### src/hw/rtl/effp_pkg.sv
// effp_pkg: shared types and constants of the escaped field frame parser
// used by effp_cfg_regs and escaped_field_frame_parser; depends on nothing

package effp_pkg;

  localparam int CFG_DATA_W  = 64;
  localparam int CFG_INDEX_W = 3;

  localparam int DEF_MAX_HEADER_BYTES  = 8;
  localparam int DEF_MAX_TRAILER_BYTES = 8;

  // configuration register indexes
  localparam logic [CFG_INDEX_W-1:0] REG_HEADER_LENGTH  = 3'd0;
  localparam logic [CFG_INDEX_W-1:0] REG_HEADER_STRING  = 3'd1;
  localparam logic [CFG_INDEX_W-1:0] REG_TRAILER_LENGTH = 3'd2;
  localparam logic [CFG_INDEX_W-1:0] REG_TRAILER_STRING = 3'd3;
  localparam logic [CFG_INDEX_W-1:0] REG_SEPARATOR_BYTE = 3'd4;
  localparam logic [CFG_INDEX_W-1:0] REG_ESCAPE_BYTE    = 3'd5;
  localparam logic [CFG_INDEX_W-1:0] REG_COMMAND_BYTE   = 3'd6;

  // register reset values
  localparam logic [3:0]            RST_HEADER_LENGTH  = 4'd1;
  localparam logic [CFG_DATA_W-1:0] RST_HEADER_STRING  = 64'd0;
  localparam logic [3:0]            RST_TRAILER_LENGTH = 4'd1;
  localparam logic [CFG_DATA_W-1:0] RST_TRAILER_STRING = 64'd35;
  localparam logic [7:0]            RST_SEPARATOR_BYTE = 8'd124;
  localparam logic [7:0]            RST_ESCAPE_BYTE    = 8'd92;
  localparam logic [7:0]            RST_COMMAND_BYTE   = 8'd35;

  // result kinds
  localparam logic [2:0] KIND_NONE  = 3'd0;
  localparam logic [2:0] KIND_DATA  = 3'd1;
  localparam logic [2:0] KIND_FIELD = 3'd2;
  localparam logic [2:0] KIND_OK    = 3'd3;
  localparam logic [2:0] KIND_ERR   = 3'd4;

  typedef struct packed {
    logic [3:0] header_length;
    logic [3:0] trailer_length;
    logic [7:0] separator_byte;
    logic [7:0] escape_byte;
    logic [7:0] command_byte;
  } cfg_ctrl_t;

endpackage

### src/hw/rtl/effp_cfg_regs.sv
// effp_cfg_regs: configuration register file of the frame parser
// depends on effp_pkg; strings keep only the bytes the parser can reach

module effp_cfg_regs #(
  parameter int MAX_HEADER_BYTES  = effp_pkg::DEF_MAX_HEADER_BYTES,
  parameter int MAX_TRAILER_BYTES = effp_pkg::DEF_MAX_TRAILER_BYTES
) (
  input  logic                               clk,
  input  logic                               rst,
  input  logic                               cfg_write,
  input  logic [effp_pkg::CFG_INDEX_W-1:0]   cfg_index,
  input  logic [effp_pkg::CFG_DATA_W-1:0]    cfg_data,
  output effp_pkg::cfg_ctrl_t                ctrl,
  output logic [MAX_HEADER_BYTES*8-1:0]      header_str,
  output logic [MAX_TRAILER_BYTES*8-1:0]     trailer_str
);

  localparam int HDR_W = MAX_HEADER_BYTES * 8;
  localparam int TRL_W = MAX_TRAILER_BYTES * 8;

  always_ff @(posedge clk) begin
    if (rst) begin
      ctrl.header_length  <= effp_pkg::RST_HEADER_LENGTH;
      ctrl.trailer_length <= effp_pkg::RST_TRAILER_LENGTH;
      ctrl.separator_byte <= effp_pkg::RST_SEPARATOR_BYTE;
      ctrl.escape_byte    <= effp_pkg::RST_ESCAPE_BYTE;
      ctrl.command_byte   <= effp_pkg::RST_COMMAND_BYTE;
      header_str          <= effp_pkg::RST_HEADER_STRING[HDR_W-1:0];
      trailer_str         <= effp_pkg::RST_TRAILER_STRING[TRL_W-1:0];
    end else if (cfg_write) begin
      unique case (cfg_index)
        effp_pkg::REG_HEADER_LENGTH:  ctrl.header_length  <= cfg_data[3:0];
        effp_pkg::REG_HEADER_STRING:  header_str          <= cfg_data[HDR_W-1:0];
        effp_pkg::REG_TRAILER_LENGTH: ctrl.trailer_length <= cfg_data[3:0];
        effp_pkg::REG_TRAILER_STRING: trailer_str         <= cfg_data[TRL_W-1:0];
        effp_pkg::REG_SEPARATOR_BYTE: ctrl.separator_byte <= cfg_data[7:0];
        effp_pkg::REG_ESCAPE_BYTE:    ctrl.escape_byte    <= cfg_data[7:0];
        effp_pkg::REG_COMMAND_BYTE:   ctrl.command_byte   <= cfg_data[7:0];
        default: ;
      endcase
    end
  end

endmodule

### src/hw/rtl/escaped_field_frame_parser.sv
// escaped_field_frame_parser: byte-stuffing deframer with field separator
// depends on effp_pkg and effp_cfg_regs
//
// Usage: one raw frame byte per request on the input channel (in_valid /
// in_stall), frame_begin high on the first byte of a frame. Every accepted
// byte yields exactly one result request on the output channel (out_valid /
// out_stall): nothing, a data byte, a field end, frame ok with the field
// count, or frame error. A frame is the header string, a separator, then
// fields split at unescaped separators; an unescaped command byte ends it
// and the raw bytes of the last field plus that byte must equal the trailer.
// out_valid rises in the cycle after input accept; one byte per cycle is
// sustained while the receiver does not stall, the parse step being a single
// compare-and-update stage between the input handshake and the result register.
// When the receiver stalls, the result register holds and in_stall rises
// in the same cycle; in_stall falls as soon as the held result is taken.
// Configuration writes go through cfg_write / cfg_index / cfg_data and
// take effect at the next cycle; write them only while the block is idle.
// Reset (rst, synchronous) restores the register defaults, empties the
// result register and leaves the parser idle waiting for frame_begin.

module escaped_field_frame_parser #(
  parameter int MAX_HEADER_BYTES  = effp_pkg::DEF_MAX_HEADER_BYTES,
  parameter int MAX_TRAILER_BYTES = effp_pkg::DEF_MAX_TRAILER_BYTES
) (
  input  logic                              clk,
  input  logic                              rst,
  input  logic                              in_valid,
  output logic                              in_stall,
  input  logic [7:0]                        frame_byte,
  input  logic                              frame_begin,
  output logic                              out_valid,
  input  logic                              out_stall,
  output logic [2:0]                        result_kind,
  output logic [7:0]                        data_byte,
  output logic [15:0]                       fields_in_frame,
  input  logic                              cfg_write,
  input  logic [effp_pkg::CFG_INDEX_W-1:0]  cfg_index,
  input  logic [effp_pkg::CFG_DATA_W-1:0]   cfg_data
);

  localparam int HDR_W = MAX_HEADER_BYTES * 8;
  localparam int TRL_W = MAX_TRAILER_BYTES * 8;

  typedef enum logic [1:0] {PH_IDLE, PH_HEADER, PH_SEP, PH_BODY} phase_t;

  effp_pkg::cfg_ctrl_t ctrl;
  logic [HDR_W-1:0]    header_str;
  logic [TRL_W-1:0]    trailer_str;

  effp_cfg_regs #(
    .MAX_HEADER_BYTES (MAX_HEADER_BYTES),
    .MAX_TRAILER_BYTES(MAX_TRAILER_BYTES)
  ) u_cfg (
    .clk        (clk),
    .rst        (rst),
    .cfg_write  (cfg_write),
    .cfg_index  (cfg_index),
    .cfg_data   (cfg_data),
    .ctrl       (ctrl),
    .header_str (header_str),
    .trailer_str(trailer_str)
  );

  // parser state
  phase_t      phase, phase_next;
  logic [3:0]  header_pos, header_pos_next;
  logic        esc_pending, esc_pending_next;
  logic [3:0]  raw_len, raw_len_next;
  logic        field_match, field_match_next;
  logic [15:0] field_cnt, field_cnt_next;

  logic [2:0]  kind_next;
  logic [7:0]  data_next;
  logic [15:0] count_next;

  logic in_accept;
  assign in_stall  = out_valid & out_stall;
  assign in_accept = in_valid & ~in_stall;

  // state as seen after a frame begin restart
  phase_t      cur_phase;
  logic [3:0]  cur_hpos;
  logic        cur_esc;
  logic [3:0]  cur_raw;
  logic        cur_match;
  logic [15:0] cur_cnt;

  logic [3:0]       hl, tl, tl_m1;
  logic [HDR_W-1:0] hdr_shift;
  logic [TRL_W-1:0] trl_pos_shift, trl_last_shift;
  logic [7:0]       hdr_byte, trl_pos_byte, trl_last_byte;
  logic [3:0]       raw_track;
  logic             match_track;
  logic             trailer_ok;

  always_comb begin
    cur_phase = frame_begin ? PH_HEADER : phase;
    cur_hpos  = frame_begin ? 4'd0 : header_pos;
    cur_esc   = frame_begin ? 1'b0 : esc_pending;
    cur_raw   = frame_begin ? 4'd0 : raw_len;
    cur_match = frame_begin ? 1'b1 : field_match;
    cur_cnt   = frame_begin ? 16'd0 : field_cnt;
  end

  always_comb begin
    hl = (ctrl.header_length > 4'(MAX_HEADER_BYTES)) ? 4'(MAX_HEADER_BYTES)
                                                     : ctrl.header_length;
    tl = (ctrl.trailer_length > 4'(MAX_TRAILER_BYTES)) ? 4'(MAX_TRAILER_BYTES)
                                                       : ctrl.trailer_length;
    tl_m1 = tl - 4'd1;
  end

  assign hdr_shift      = header_str >> {cur_hpos, 3'b000};
  assign hdr_byte       = hdr_shift[7:0];
  assign trl_pos_shift  = trailer_str >> {cur_raw, 3'b000};
  assign trl_pos_byte   = trl_pos_shift[7:0];
  assign trl_last_shift = trailer_str >> {tl_m1, 3'b000};
  assign trl_last_byte  = trl_last_shift[7:0];

  // raw byte tracking against the trailer prefix, length saturates
  assign match_track = cur_match & (tl != 4'd0) & (cur_raw < tl_m1) &
                       (frame_byte == trl_pos_byte);
  assign raw_track   = (cur_raw != 4'hF) ? cur_raw + 4'd1 : cur_raw;
  assign trailer_ok  = (tl != 4'd0) & cur_match & (cur_raw == tl_m1) &
                       (frame_byte == trl_last_byte);

  always_comb begin
    phase_next       = cur_phase;
    header_pos_next  = cur_hpos;
    esc_pending_next = cur_esc;
    raw_len_next     = cur_raw;
    field_match_next = cur_match;
    field_cnt_next   = cur_cnt;
    kind_next        = effp_pkg::KIND_NONE;
    data_next        = 8'd0;
    count_next       = 16'd0;

    if (cur_phase != PH_IDLE) begin
      // a header length lowered mid-header ends the header at once
      if (cur_phase == PH_HEADER && cur_hpos >= hl) phase_next = PH_SEP;

      priority if (frame_byte == 8'd0) begin
        kind_next = effp_pkg::KIND_ERR;
      end else if (phase_next == PH_HEADER) begin
        if (frame_byte != hdr_byte) begin
          kind_next = effp_pkg::KIND_ERR;
        end else begin
          header_pos_next = cur_hpos + 4'd1;
          if (cur_hpos + 4'd1 >= hl) phase_next = PH_SEP;
        end
      end else if (phase_next == PH_SEP) begin
        if (frame_byte != ctrl.separator_byte) begin
          kind_next = effp_pkg::KIND_ERR;
        end else begin
          phase_next       = PH_BODY;
          raw_len_next     = 4'd0;
          field_match_next = 1'b1;
        end
      end else if (cur_esc) begin
        esc_pending_next = 1'b0;
        raw_len_next     = raw_track;
        field_match_next = match_track;
        kind_next        = effp_pkg::KIND_DATA;
        data_next        = frame_byte;
      end else if (frame_byte == ctrl.separator_byte) begin
        if (cur_cnt != 16'hFFFF) field_cnt_next = cur_cnt + 16'd1;
        raw_len_next     = 4'd0;
        field_match_next = 1'b1;
        kind_next        = effp_pkg::KIND_FIELD;
      end else if (frame_byte == ctrl.escape_byte) begin
        raw_len_next     = raw_track;
        field_match_next = match_track;
        esc_pending_next = 1'b1;
      end else if (frame_byte == ctrl.command_byte) begin
        if (trailer_ok) begin
          kind_next  = effp_pkg::KIND_OK;
          count_next = cur_cnt;
          phase_next = PH_IDLE;
        end else begin
          kind_next = effp_pkg::KIND_ERR;
        end
      end else begin
        raw_len_next     = raw_track;
        field_match_next = match_track;
        kind_next        = effp_pkg::KIND_DATA;
        data_next        = frame_byte;
      end

      if (kind_next == effp_pkg::KIND_ERR) phase_next = PH_IDLE;
    end
  end

  always_ff @(posedge clk) begin
    if (rst) begin
      phase       <= PH_IDLE;
      header_pos  <= 4'd0;
      esc_pending <= 1'b0;
      raw_len     <= 4'd0;
      field_match <= 1'b1;
      field_cnt   <= 16'd0;
      out_valid   <= 1'b0;
    end else begin
      if (in_accept) begin
        phase           <= phase_next;
        header_pos      <= header_pos_next;
        esc_pending     <= esc_pending_next;
        raw_len         <= raw_len_next;
        field_match     <= field_match_next;
        field_cnt       <= field_cnt_next;
        out_valid       <= 1'b1;
        result_kind     <= kind_next;
        data_byte       <= data_next;
        fields_in_frame <= count_next;
      end else if (!out_stall) begin
        out_valid <= 1'b0;
      end
    end
  end

  // every accepted byte leaves a result in the output register
  a_result_follows: assert property (@(posedge clk) disable iff (rst)
    in_accept |=> out_valid)
    else $error("accepted byte left no result");

  // an error always drops the parser back to idle
  a_error_idles: assert property (@(posedge clk) disable iff (rst)
    (in_accept && kind_next == effp_pkg::KIND_ERR) |=> phase == PH_IDLE)
    else $error("parser not idle after frame error");

  // field count only travels with frame ok, data byte only with data
  a_count_only_ok: assert property (@(posedge clk) disable iff (rst)
    (out_valid && result_kind != effp_pkg::KIND_OK) |-> fields_in_frame == 16'd0)
    else $error("field count outside frame ok");

  a_data_only_data: assert property (@(posedge clk) disable iff (rst)
    (out_valid && result_kind != effp_pkg::KIND_DATA) |-> data_byte == 8'd0)
    else $error("data byte outside data result");

endmodule
### config.mk
export PLATFORM = sky130hd
export DESIGN_NAME = escaped_field_frame_parser
export DESIGN_NICKNAME = d
export VERILOG_FILES = /design/src/hw/rtl/effp_pkg.sv /design/src/hw/rtl/effp_cfg_regs.sv /design/src/hw/rtl/escaped_field_frame_parser.sv
export SDC_FILE = /design/constraint.sdc
export NUM_CORES = 1
export LEC_CHECK = 0
export BUFFER_PORTS_ARGS = -buffer_cell sky130_fd_sc_hd__buf_4
export CORE_ASPECT_RATIO = 1.25
export CORE_MARGIN = 10
export CORE_UTILIZATION = 45
export CTS_BUF_LIST = sky130_fd_sc_hd__clkbuf_2
export CTS_CLUSTER_SIZE = 28
export DETAILED_ROUTE_END_ITERATION = 8
export PLACE_DENSITY = 0.68
export REMOVE_ABC_BUFFERS = 1
export SLEW_MARGIN = 20
export SYNTH_ARGS = -nofsm -noshare
export SYNTH_HDL_FRONTEND = slang
export SYNTH_SLANG_ARGS = --single-unit
### constraint.sdc
create_clock -name clk -period 10.8 [get_ports clk]
set_input_delay 2.16 -clock clk [delete_from_list [all_inputs] [get_ports clk]]
set_output_delay 2.16 -clock clk [all_outputs]
set_load 0.005 [all_outputs]
# Yosys cells after proc, flatten, opt, wreduce, memory -nomap -nowiden
# Index checks and enable logic that the tools add are counted.
dict set report op_classes {
  addsub 4
  magnitude_cmp 5
  n_eq_ne 21
  shifts 3
  n_mux 77
  bitwise_logic 12
  n_reduce_logical 15
}
# cell n
set ops {}
lappend ops {{$shr 64x7->8} 3}
lappend ops {{$mux 16} 8}
lappend ops {{$mux 4} 18}
lappend ops {{$eq 8x8->1} 5}
lappend ops {{$mux 3} 11}
lappend ops {{$mux 2} 16}
lappend ops {{$mux 8} 4}
lappend ops {{$mux 1} 20}
lappend ops {{$add 16x1->16 const B} 1}
lappend ops {{$ne 16x16->1 const B} 1}
lappend ops {{$ne 8x8->1} 2}
lappend ops {{$reduce_and 2->1} 8}
lappend ops {{$eq 3x3->1 const B} 4}
lappend ops {{$reduce_or 9->1} 1}
lappend ops {{$add 4x1->4 const B} 2}
lappend ops {{$ge 4x4->1} 2}
lappend ops {{$gt 4x4->1 const B} 2}
lappend ops {{$logic_not 8->1} 1}
lappend ops {{$and 1x1->1} 7}
lappend ops {{$eq 3x2->1 const B} 2}
lappend ops {{$not 1->1} 5}
lappend ops {{$eq 2x1->1 const B} 2}
lappend ops {{$eq 4x4->1} 1}
lappend ops {{$lt 4x4->1} 1}
lappend ops {{10 further kinds} 10}
dict set report totals {
  ff_bits 216
  in_bits 81
  out_inout_bits 29
  wordCells 154
}

# Longest topological paths before layout
dict set report logic_depth {
  ltp_word 18
  depth_mapped 19
}

# Modules after synthesis
# Synthesis repeated with hierarchy kept, for this count alone.
dict set report unflattened {
  hier_cells 1289
  area_unflattened_um2 12356.9
}
# module instances cells_per_inst area_per_inst_um2 seq_area_each_um2
set modules_own_cells {}
lappend modules_own_cells {effp_cfg_regs 1 604 6530.0 3203.1}
lappend modules_own_cells {escaped_field_frame_parser 1 685 5826.8 1391.3}

# Worst setup path before layout
# No wires, ideal clock.
dict set report synth_path {
  kind {input-to-reg}
  from {input frame_begin}
  to {register fields_in_frame[5], data pin}
  t_arrival_ns 5.879
  t_required_ns 10.669
  setup_slack_ns 4.790
  cell_stages 18
  path_buffers 6
  cell_sequence {clkbuf_1 > clkbuf_1 > buf_1 > buf_1 > nor2_1 > ha_1 > a21o_1 > a21oi_1 > o21ai_0 > inv_1 > ha_1 > or2_2 > clkbuf_1 > nor3_1 > nand3_2 > nor2_4 > buf_4 > and2_1}
}
dict set report synth_between {
  elab_chain_cells 7
  elab_cells_between_ends 21
  classes_between {order compare (1); eq/ne (4); mux (8); bitwise (5); reduce/logical (3)}
}
# item line_no
set synth_lines {}
lappend synth_lines {{from (decl)} escaped_field_frame_parser.sv:30} ;# input logic frame_begin,
lappend synth_lines {{$mux 4 or $mux 2 (tied branches)} {escaped_field_frame_parser.sv:98, escaped_field_frame_parser.sv:97}}
lappend synth_lines {{$ge 4x4->1 or $eq 2x1->1 (tied branches)} escaped_field_frame_parser.sv:140} ;# if (cur_phase == PH_HEADER && cur_hpos >= hl) phase_next = PH_SEP;
lappend synth_lines {{$logic_and 1x1->1} escaped_field_frame_parser.sv:140}
lappend synth_lines {{$mux 2} escaped_field_frame_parser.sv:140}
lappend synth_lines {{$mux 2} escaped_field_frame_parser.sv:138} ;# if (cur_phase != PH_IDLE) begin
lappend synth_lines {{$eq 2x1->1 or $eq 2x2->1 (tied branches)} {escaped_field_frame_parser.sv:144, escaped_field_frame_parser.sv:151}}
lappend synth_lines {{$reduce_or 9->1 (no source line)} --}
lappend synth_lines {{to (signal assigned)} escaped_field_frame_parser.sv:213} ;# fields_in_frame <= count_next;
lappend synth_lines {{to (decl)} escaped_field_frame_parser.sv:35} ;# output logic [15:0] fields_in_frame,
# Several ways; a longest one is shown, not always the timed one. The select of a mux whose other input is x is not followed.
# A chain may end at the register's enable or synchronous reset.

# Worst setup path in the final report
dict set report layout_path {
  from {input frame_begin}
  to {register field_cnt[10]}
}
dict set report layout_between {
  elab_chain_cells 10
  elab_cells_between_ends 21
  classes_between {add/sub (1); order compare (1); eq/ne (4); mux (13); reduce/logical (2)}
}
# item line_no
set layout_lines {}
lappend layout_lines {{parallel branches: the longest is 9 deep, another holds $add 16x1->16} --}
lappend layout_lines {{$mux 16 (*)} escaped_field_frame_parser.sv:138}
lappend layout_lines {{to (signal assigned)} escaped_field_frame_parser.sv:209} ;# field_cnt <= field_cnt_next;
lappend layout_lines {{to (decl)} escaped_field_frame_parser.sv:70} ;# logic [15:0] field_cnt, field_cnt_next;
# Mark *: on every way between the ends. The select of a mux whose other input is x is not followed.

==> impl_metrics.toml <==
[outcome]
status = "completed"

[critical_path]
cpPeakStageDelay_ps = 490
slowest_stage = "nand2b_1"
critPathArrivalTime_ps = 6210
path_class = "primary input to flop"
cp_cell_sequence = "buf_4 > nand2b_1 > inv_2 > ha_1 > a21o_1 > a21o_1 > a21oi_1 > o21ai_0 > inv_1 > ha_1 > or3_1 > nor4_1 > nor2b_1 > nand3_1 > nor2_1 > xor2_1 > nor2_1"
start_kind = "primary input"
path_max_fanout = 51
crit_path_end_kind = "flop"
crit_family = "simple AND/OR/NAND/NOR gates"
required_ps = 11470
crit_buf_inv = 3

[power]
intPower_uw = 1140
seqPwrFrac = 0.528
p_leak_uw = 0.00447
p_comb_frac = 0.126
vdd_drop_max_v = 0.0000555
sw_frac_of_total = 0.287
power_frac_clock = 0.346
power_density_nw_per_um2 = 125
netSwitchingPower_uw = 458

[sta]
finalSetupViolCount = 0
rsz0062_at_grt = "false"
max_freq_mhz = 180
finClkSkew_ps = 52.1
maxSlewHeadroom = 0.310
slew_violations = 0
fin_crit_ps = 5540
period_share = 0.513
tightest_slew_ps = 1040
fin_tns_setup_ps = 0
hold_viol_final = 0
fin_hold_ws_ps = 460

[clock_network]
clkTransAtPathRegs_ps = 110
h-tree-depth = 2
insertion_delay_ps = 810
cts_tree = "built"
cts_resized = 0
cts.sinks = 216
cts_buffers = 52
cts_hold_buf = 0
cts_buffer_depth = 3
cts_setup_buffers = 0
root_buffer = "clkbuf_2"

[global_routing]
grt_pass1_vias = 9976
grt_antenna_before_repair = 1
grt_pass1_wl_um = 53200
grt_max_degree = 100
globalRouteTotalUtil = 0.204
grt_overflow = 0

[logic_synthesis]
avgSynthCellArea_um2 = 8.29
netlist_instances = 1365
yosysSeqAreaShare = 0.406
ys_top_cells_by_count = "nand2_1, dfxtp_1, a21oi_1, nor2_1, clkbuf_1"
synth.most_common_cell = "nand2_1"
synth_area_leaders = "dfxtp_1, nand2_1, a21oi_1, edfxtp_1, mux4_2"
synth_warnings = 0
synth_ff_type = "dfxtp_1"
async_reset_ff_frac = 0
synth_edf_count = 27
netlist_area_um2 = 11300
synth.distinct_cells = 77
synth_largest_area_cell = "dfxtp_1"
yosysTopAreaCellShare = 0.334
synth-seq-cells = 216

[routing]
wl_per_cell_um = 18.4
drtIter0Drc = 560
vias = 10232
dr.pass1.iters = 5
drtAntennaViolNets = 0
routed_via_density = 5.63
wl_um = 33500
drc = 0

[final_layout]
nets = 1550
final_area_um2 = 12800
syn2layout_area_growth_pct = 13.0
drive_gt1_frac = 0.170
utilization = 0.519

[die]
die_area_um2 = 31900
die_h_um = 197
die_w_um = 162
start_util = 0.459
core_area_um2 = 24700
io_pins = 110
num_rows = 64

[min_path]
worst_hold_path_type = "flop to flop"

[placement]
placed_area_um2 = 12300
globalplace.congestion = 0.948
place_hpwl_um = 23400
portBuffers = 109

[run]
cap_violations = 0
-- per-stage QoR --
stage | total power, µW | setup WS, ps | instances
after CTS | 1610 | 5380 | 1816
after detailed placement | 1060 | 4490 | 1727
final | 1600 | 5260 | 1817
after global routing | 1680 | 4970 | 1817
after floorplan | 964 | 5600 | 1275
after global placement | 1060 | 4590 | 1727
-- sequential cells by signal, summed over array words and instances, names as in the netlist, 2 cells and up --
| name | flops |
|---|---|
| fields_in_frame | 16 |
| data_byte | 8 |
| u_cfg.header_str | 64 |
| header_pos | 4 |
| u_cfg.ctrl | 32 |
| u_cfg.trailer_str | 64 |
| phase | 2 |
| field_cnt | 16 |
| raw_len | 4 |
| result_kind | 3 |
-- path summary, 6_finish.rpt --
path	from	to	slack [ps]	cells after the start
setup / recovery	frame_begin	field_cnt[10]	5260	17
setup reg to reg	header_pos[2]	field_cnt[10]	6230	14
hold / removal	u_cfg.header_str[53]	u_cfg.header_str[53]	460	2
hold reg to reg	u_cfg.header_str[53]	u_cfg.header_str[53]	460	2
-- power by group through the flow --
| stage | clock (µW) | sequential [µW] | combinational [µW] |
|---|---|---|---|
| 2_1_floorplan | 0 | 861 | 103 |
| 3_3_place_gp | 0 | 862 | 197 |
| 3_5_place_dp | 0 | 862 | 199 |
| 4_1_cts | 569 | 844 | 200 |
| 5_1_grt | 610 | 846 | 219 |
| 6_report | 553 | 844 | 201 |
-- cell type report --
cell class                      count  area [µm²]
Clock inverter                     18         126
Antenna cell                        1        2.50
Multi-Input combinational cell   1025        6240
Clock buffer                       71         355
Sequential cell                   216        4600
Tap cell                          330         413
Fill cell                        2443       11900
Timing Repair Buffer              122         920
Inverter                           34         133
-- tightest hold or removal path: stages, from the launching register on --
cell and delay [ps]:
dfxtp_1 320, nand2_1 50, a21oi_1 50
-- kinds of logic (layout without fill, tap and decap cells) --
family                     after synthesis  after routing  share of synthesized area
buffers and inverters                  124            245                     0.0444
muxes                                   65             65                     0.0919
and+or+nand+nor                        596            596                      0.238
other                                    0              1                          0
xor gates and xnor gates                51             51                     0.0395
DFF                                    216            216                      0.406
AOI/OAI and AO/OA                      295            295                      0.160
adders and majority gates               18             18                     0.0199
-- cell usage in the layout (no fill, tap or decap), types with 13 or more instances in the layout --
cell,n
nand4_1,17
nor2b_1,31
a21oi_1,165
mux2i_1,33
xor2_1,13
dfxtp_1,188
ha_1,18
and2_1,22
nand2_1,335
mux4_2,31
nand2b_1,16
buf_4,121
clkbuf_2,71
o21ai_0,26
clkinv_1,13
xnor2_1,38
edfxtp_1,27
inv_1,28
nand3_1,22
nor3_1,16
nand3b_1,17
nor2_1,83
-- metal layers --
| metal | vias to the layer above | share of wire | track usage | wire length [µm] |
|---|---|---|---|---|
| li1 | 4937 | - | - | - |
| met1 | 4847 | 0.40 | 0.242 | 13500 |
| met2 | 368 | 0.50 | 0.351 | 16700 |
| met3 | 80 | 0.064 | 0.0415 | 2140 |
| met4 | 0 | 0.034 | 0.0867 | 1120 |
| met5 | - | 0 | 0 | 0 |
No activity file was read; power rests on OpenSTA's default activity.
